## src/hdl/rdiv_pkg.sv

```systemverilog
package rdiv_pkg;

  // width of the operand and result ports
  localparam int unsigned FIELD_W = 16;

endpackage

```

## src/hdl/rdiv_stage.sv

```systemverilog
module rdiv_stage
  import rdiv_pkg::*;
#(
  parameter int unsigned WIDTH = 16
) (
  input  logic             clk,
  input  logic             rst_n,
  input  logic             up_valid,
  output logic             up_ready,
  input  logic [WIDTH-1:0] up_rem,
  input  logic [WIDTH-1:0] up_num,
  input  logic [WIDTH-1:0] up_den,
  input  logic             dn_ready,
  output logic             valid_r,
  output logic [WIDTH-1:0] rem_r,
  output logic [WIDTH-1:0] num_r,
  output logic [WIDTH-1:0] den_r
);

  logic [WIDTH:0]   shifted;
  logic [WIDTH:0]   diff;
  logic             take;
  logic [WIDTH-1:0] rem_nxt;
  logic [WIDTH-1:0] num_nxt;

  // stage is free when empty or when its content moves on this cycle
  assign up_ready = !valid_r || dn_ready;

  always_comb begin
    shifted = {up_rem, up_num[WIDTH-1]};
    diff    = shifted - {1'b0, up_den};
    // no borrow: the trial subtraction stands and the quotient bit is one
    take    = !diff[WIDTH];
    rem_nxt = take ? diff[WIDTH-1:0] : shifted[WIDTH-1:0];
    // dividend bits leave at the top, quotient bits enter at the bottom
    num_nxt = {up_num[WIDTH-2:0], take};
  end

  always_ff @(posedge clk) begin
    if (!rst_n) begin
      valid_r <= 1'b0;
    end else if (up_ready) begin
      valid_r <= up_valid;
    end
  end

  always_ff @(posedge clk) begin
    if (up_ready && up_valid) begin
      rem_r <= rem_nxt;
      num_r <= num_nxt;
      den_r <= up_den;
    end
  end

endmodule

```

## src/hdl/restoring_divider.sv

```systemverilog
// unsigned restoring divider, one subtract-and-restore row per pipeline stage
// throughput: one operand pair per cycle when not stalled; each stage holds its item under stall
// and a free stage keeps filling while later stages wait
// reset: synchronous active-low rst_n clears all stage valid bits, data is not reset
module restoring_divider
  import rdiv_pkg::*;
#(
  parameter int unsigned WIDTH = 16
) (
  input  logic               clk,
  input  logic               rst_n,
  input  logic               in_valid,
  output logic               in_stall,
  input  logic [FIELD_W-1:0] in_dividend,
  input  logic [FIELD_W-1:0] in_divisor,
  output logic               out_valid,
  input  logic               out_stall,
  output logic [FIELD_W-1:0] out_quotient,
  output logic [FIELD_W-1:0] out_remainder,
  output logic               out_div_by_zero
);

  logic [WIDTH-1:0] num_in;
  logic [WIDTH-1:0] den_in;

  logic             stg_valid [WIDTH];
  logic             stg_ready [WIDTH+1];
  logic [WIDTH-1:0] stg_rem   [WIDTH];
  logic [WIDTH-1:0] stg_num   [WIDTH];
  logic [WIDTH-1:0] stg_den   [WIDTH];

  logic             dz;
  logic [WIDTH-1:0] quo_w;
  logic [WIDTH-1:0] rem_w;

  // operands are taken at WIDTH bits
  generate
    if (WIDTH > FIELD_W) begin : g_in_ext
      assign num_in = {{(WIDTH-FIELD_W){1'b0}}, in_dividend};
      assign den_in = {{(WIDTH-FIELD_W){1'b0}}, in_divisor};
    end else if (WIDTH == FIELD_W) begin : g_in_eq
      assign num_in = in_dividend;
      assign den_in = in_divisor;
    end else begin : g_in_trunc
      assign num_in = in_dividend[WIDTH-1:0];
      assign den_in = in_divisor[WIDTH-1:0];
    end
  endgenerate

  assign stg_ready[WIDTH] = !out_stall;
  assign in_stall         = !stg_ready[0];

  generate
    for (genvar s = 0; s < WIDTH; s++) begin : g_stage
      if (s == 0) begin : g_first
        rdiv_stage #(.WIDTH(WIDTH)) u_stage (
          .clk      (clk),
          .rst_n    (rst_n),
          .up_valid (in_valid),
          .up_ready (stg_ready[s]),
          .up_rem   ({WIDTH{1'b0}}),
          .up_num   (num_in),
          .up_den   (den_in),
          .dn_ready (stg_ready[s+1]),
          .valid_r  (stg_valid[s]),
          .rem_r    (stg_rem[s]),
          .num_r    (stg_num[s]),
          .den_r    (stg_den[s])
        );
      end else begin : g_next
        rdiv_stage #(.WIDTH(WIDTH)) u_stage (
          .clk      (clk),
          .rst_n    (rst_n),
          .up_valid (stg_valid[s-1]),
          .up_ready (stg_ready[s]),
          .up_rem   (stg_rem[s-1]),
          .up_num   (stg_num[s-1]),
          .up_den   (stg_den[s-1]),
          .dn_ready (stg_ready[s+1]),
          .valid_r  (stg_valid[s]),
          .rem_r    (stg_rem[s]),
          .num_r    (stg_num[s]),
          .den_r    (stg_den[s])
        );
      end
    end
  endgenerate

  // zero divisor forces both results to zero
  assign dz    = (stg_den[WIDTH-1] == {WIDTH{1'b0}});
  assign quo_w = dz ? {WIDTH{1'b0}} : stg_num[WIDTH-1];
  assign rem_w = dz ? {WIDTH{1'b0}} : stg_rem[WIDTH-1];

  generate
    if (WIDTH > FIELD_W) begin : g_out_trunc
      assign out_quotient  = quo_w[FIELD_W-1:0];
      assign out_remainder = rem_w[FIELD_W-1:0];
    end else if (WIDTH == FIELD_W) begin : g_out_eq
      assign out_quotient  = quo_w;
      assign out_remainder = rem_w;
    end else begin : g_out_ext
      assign out_quotient  = {{(FIELD_W-WIDTH){1'b0}}, quo_w};
      assign out_remainder = {{(FIELD_W-WIDTH){1'b0}}, rem_w};
    end
  endgenerate

  assign out_valid       = stg_valid[WIDTH-1];
  assign out_div_by_zero = dz;

endmodule
```

## config.mk

```make
export PLATFORM = sky130hd
export DESIGN_NAME = restoring_divider
export DESIGN_NICKNAME = d
export VERILOG_FILES = /design/src/hdl/rdiv_pkg.sv /design/src/hdl/rdiv_stage.sv /design/src/hdl/restoring_divider.sv
export SDC_FILE = /design/constraint.sdc
export NUM_CORES = 1
export LEC_CHECK = 0
export BUFFER_PORTS_ARGS = -buffer_cell sky130_fd_sc_hd__buf_4
export CAP_MARGIN = 20
export CORE_AREA = 2 2 288 290
export DETAILED_ROUTE_END_ITERATION = 10
export DIE_AREA = 0 0 290 292
export PLACE_DENSITY = 0.69
export SLEW_MARGIN = 25
export SYNTH_ARGS = -nofsm -noshare
export SYNTH_HDL_FRONTEND = slang
export SYNTH_SLANG_ARGS = --single-unit
```

## constraint.sdc

```tcl
create_clock -name clk -period 6.26 [get_ports clk]
set_clock_uncertainty 0.2 [all_clocks]
set_input_delay 0.313 -clock clk [delete_from_list [all_inputs] [get_ports clk]]
set_output_delay 0.313 -clock clk [all_outputs]
set_load 0.01 [all_outputs]
```

==> impl_metrics.py <==
metrics = {
    "status": {
        "run_status": "complete, no violations",
    },
    "placement": {
        "place_ws_ns": 2.24,
        "post-dp-hpwl_um": 52800,
        "portBuffers": 70,
        "post-place-cells": 4013,
        "gp_congestion": 0.866,
    },
    "timing": {
        "whs_ns": 0.201,
        "rsz0062_at_grt": "false",
        "slew_headroom": 0.324,
        "tightest_slew_ns": 1.01,
        "tns_ns": 0,
        "setup_violations": 0,
        "finalCriticalPeriod_ns": 4.01,
        "min_period_over_period": 0.641,
        "finalWorstSetupSlack_ns": 2.25,
        "fmax_ghz": 0.249,
        "slew_violations": 0,
        "finalHoldViolCount": 0,
    },
    "layout": {
        "synthToLayoutAreaGrowth_pct": 13.0,
        "n_antenna_cell": 0,
        "finalNonFillerCells": 4202,
        "final_net_count": 3360,
        "fill_cells": 6634,
        "drive_above_1_share": 0.138,
        "utilization": 0.537,
    },
    "drt": {
        "route.detailed.drc": 0,
        "wirelength_um": 71500,
        "vias_per_cell": 5.32,
        "vias": 22375,
        "drtIter0Drc": 1068,
        "drt-pass1-iter-count": 5,
        "wl_per_cell_um": 17.0,
        "final_antenna_net_count": 0,
    },
    "die": {
        "core-area_mm2": 0.0816,
        "io_pins": 71,
        "rows": 105,
        "chipWidth_um": 290,
        "die_h_um": 292,
        "die-area_mm2": 0.0847,
        "initial_core_util": 0.475,
    },
    "setup_path": {
        "start_kind": "flop",
        "crit_type": "reg -> reg",
        "crit_fanout": 17,
        "endpoint_kind": "flop",
        "crit_required_ns": 6.43,
        "arrival_ns": 4.19,
    },
    "yosys": {
        "synth_top_family_by_area": "compound AO/OA/AOI/OAI gates",
        "async_flop_share": 0,
        "ys_seq_area_frac": 0.603,
        "yosys_most_used_dff": "edfxtp_1",
        "synth-seq-cells": 784,
        "syn-instance-count": 2870,
        "yosys_warnings": 0,
        "synthSimpleGateAreaFrac": 0.0698,
        "syn_area_per_cell_um2": 13.5,
        "synth_cell_types": 75,
        "muxShareOfSynthArea": 0.0702,
        "synthXorXnorAreaFrac": 0.0449,
        "synthAdderAreaFrac": 0.0859,
        "synth_edf_count": 768,
        "syn-cell-area_mm2": 0.0387,
        "synth-compound-area-share": 0.0905,
    },
    "cts": {
        "clock_sinks": 784,
        "clk_pin_slew_worst_paths_ns": 0.06,
        "cts_tree": "done",
        "postCtsSetupRepairBufs": 0,
        "cts_root_buf": "clkbuf_16",
        "cts_buffers": 84,
        "clk_path_buf_depth": 3,
        "cts_max_level": 3,
        "clock_latency_ns": 0.64,
    },
    "global_route": {
        "grt_pass1_vias": 23418,
        "grt_usage": 0.169,
        "grt_pass1_wl_um": 117000,
        "antenna_found_initial": 0,
        "grt-ovfl-total": 0,
        "grt_max_degree": 49,
    },
    "flow_run": {
        "drv_cap": 0,
    },
    "power_and_ir_drop": {
        "powerDensity_mw_per_mm2": 251,
        "vdd_drop_max_uv": 292,
        "p_leak_nw": 16.9,
    },
    "hold_path": {
        "holdCritPathClass": "in -> reg",
    },
}
where the power goes:
group | switching (mW) | internal (mW) | total [mW]
Sequential | 0.0283 | 5.77 | 5.79
Combinational | 0.200 | 0.194 | 0.394
Clock | 2.03 | 2.76 | 4.79
through the flow:
step,total power [mW],area (um^2)
after detailed placement,6.28,40700
after CTS,11.1,43800
after global routing,11.3,43800
after floorplan,6.19,38800
after global placement,6.27,40700
final,11.0,43800
sequential cells by signal, indices dropped and copies added, names as in the netlist:
name	count
g_stage.g_first.u_stage.rem_r	16
g_stage.g_next.u_stage.num_r	240
g_stage.g_first.u_stage.num_r	16
g_stage.g_first.u_stage.den_r	16
g_stage.g_next.u_stage.rem_r	240
g_stage.g_next.u_stage.valid_r	15
g_stage.g_next.u_stage.den_r	240
g_stage.g_first.u_stage.valid_r	1
worst max-delay path: stages, from the launching register on:
cell and delay, ns:
edfxtp_1 0.35, inv_1 0.06, ha_1 0.34, nor2b_1 0.17, o31ai_1 0.47, a211oi_1 0.19, o2111ai_1 0.25, nand3_1 0.13
o41a_1 0.37, xor2_2 0.79, mux2_2 0.43
kinds of logic (layout without fill, tap and decap cells):
family          Yosys count  after routing
flops                   784            784
simple gates            551            551
mux                     243            243
fa+ha+maj               257            257
buf+inv                 339            595
compound gates          508            508
other cells               1              7
xor+xnor                187            187
worst paths after layout:
path                            slack (ns)  depth (start not counted)                                 start                                    to
worst min-delay path                  0.20                          2                        in_dividend[1]   g_stage[0].g_first.u_stage.num_r[2]
worst max-delay path                  2.25                         10    g_stage[9].g_next.u_stage.den_r[2]  g_stage[10].g_next.u_stage.rem_r[10]
worst max register to register        2.25                         10    g_stage[9].g_next.u_stage.den_r[2]  g_stage[10].g_next.u_stage.rem_r[10]
worst min register to register        0.21                          0  g_stage[14].g_next.u_stage.num_r[12]  g_stage[15].g_next.u_stage.num_r[13]
cell type report:
class | instances | area, um^2 | area share
flip-flops and latches | 784 | 23400 | 0.534
clock buffers | 89 | 2120 | 0.0484
repair buffers | 127 | 1050 | 0.0241
well taps | 1070 | 1340 | 0.0306
clock inverters | 62 | 548 | 0.0125
multi-input cells | 1753 | 14200 | 0.323
inverters | 317 | 1190 | 0.0272
routing by layer:
metal / wire (um) / up-vias / part of all wire / global-route usage
met5: 0 / - / 0 / 0
met4: 2330 / 0 / 0.033 / 0.0631
met3: 2030 / 171 / 0.028 / 0.0272
met2: 39000 / 338 / 0.55 / 0.329
met1: 28100 / 10856 / 0.39 / 0.184
li1: - / 11010 / - / -
cell usage after synthesis (6+ instances only):
master       n  area [um^2]
mux2_4      13          195
mux2_1      21          236
a21boi_0     9         67.6
mux2i_1     52          521
nand3b_1     7         52.6
a211oi_1    15          113
mux2_2     157         1770
a21oi_1    127          636
fa_1        15          300
o2111ai_1   15          131
nand3_1     56          280
o21ai_0     72          360
nand2b_1    19          119
buf_6        8         90.1
xnor2_1    140         1230
a21o_1      39          293
o21a_1      81          608
ha_1       242         3030
and2_1      48          300
nor4_1      13         81.3
o211a_1     11          110
or3_1       10         62.6
nor2_1     170          638
and3_1      22          138
edfxtp_1   768        23100
o31a_1      28          245
a311o_1      6         60.1
inv_1      313         1170
nor2b_1     51          319
o31ai_1     15          113
nand2_1     97          364
xor2_2       6         97.6
xor2_1      35          307
a211o_1      7         61.3
clkbuf_1     6         22.5
o211ai_1    19          143
a31oi_1     25          156
dfxtp_1     16          320
a221oi_1     6         52.6
nor3_1      44          220
o41a_1       6         67.6
timing repair:
action	in CTS	in global routing
hold endpoints to repair	57	0
resized for setup	0	0
hold buffers	37	0
endpoints found under the setup margin	0	0
cell usage in the layout (no fill, tap or decap), drive strengths merged, types with 22 or more instances in the layout:
master / synthesis / final
a31oi: 25 / 25
mux2i: 52 / 52
o31a: 28 / 28
and2: 48 / 48
edfxtp: 768 / 768
nor3: 44 / 44
xnor2: 146 / 146
clkinv: 0 / 49
nand3: 56 / 56
inv: 317 / 321
nor2b: 51 / 51
dlygate4sd3: 0 / 37
ha: 242 / 242
nor2: 170 / 170
o21a: 81 / 81
a21oi: 128 / 128
o21ai: 72 / 72
and3: 22 / 22
buf: 16 / 90
a21o: 39 / 39
clkbuf: 6 / 89
nand2: 97 / 97
xor2: 41 / 41
mux2: 191 / 191
Note: power is estimated with default switching activity, not from simulation.
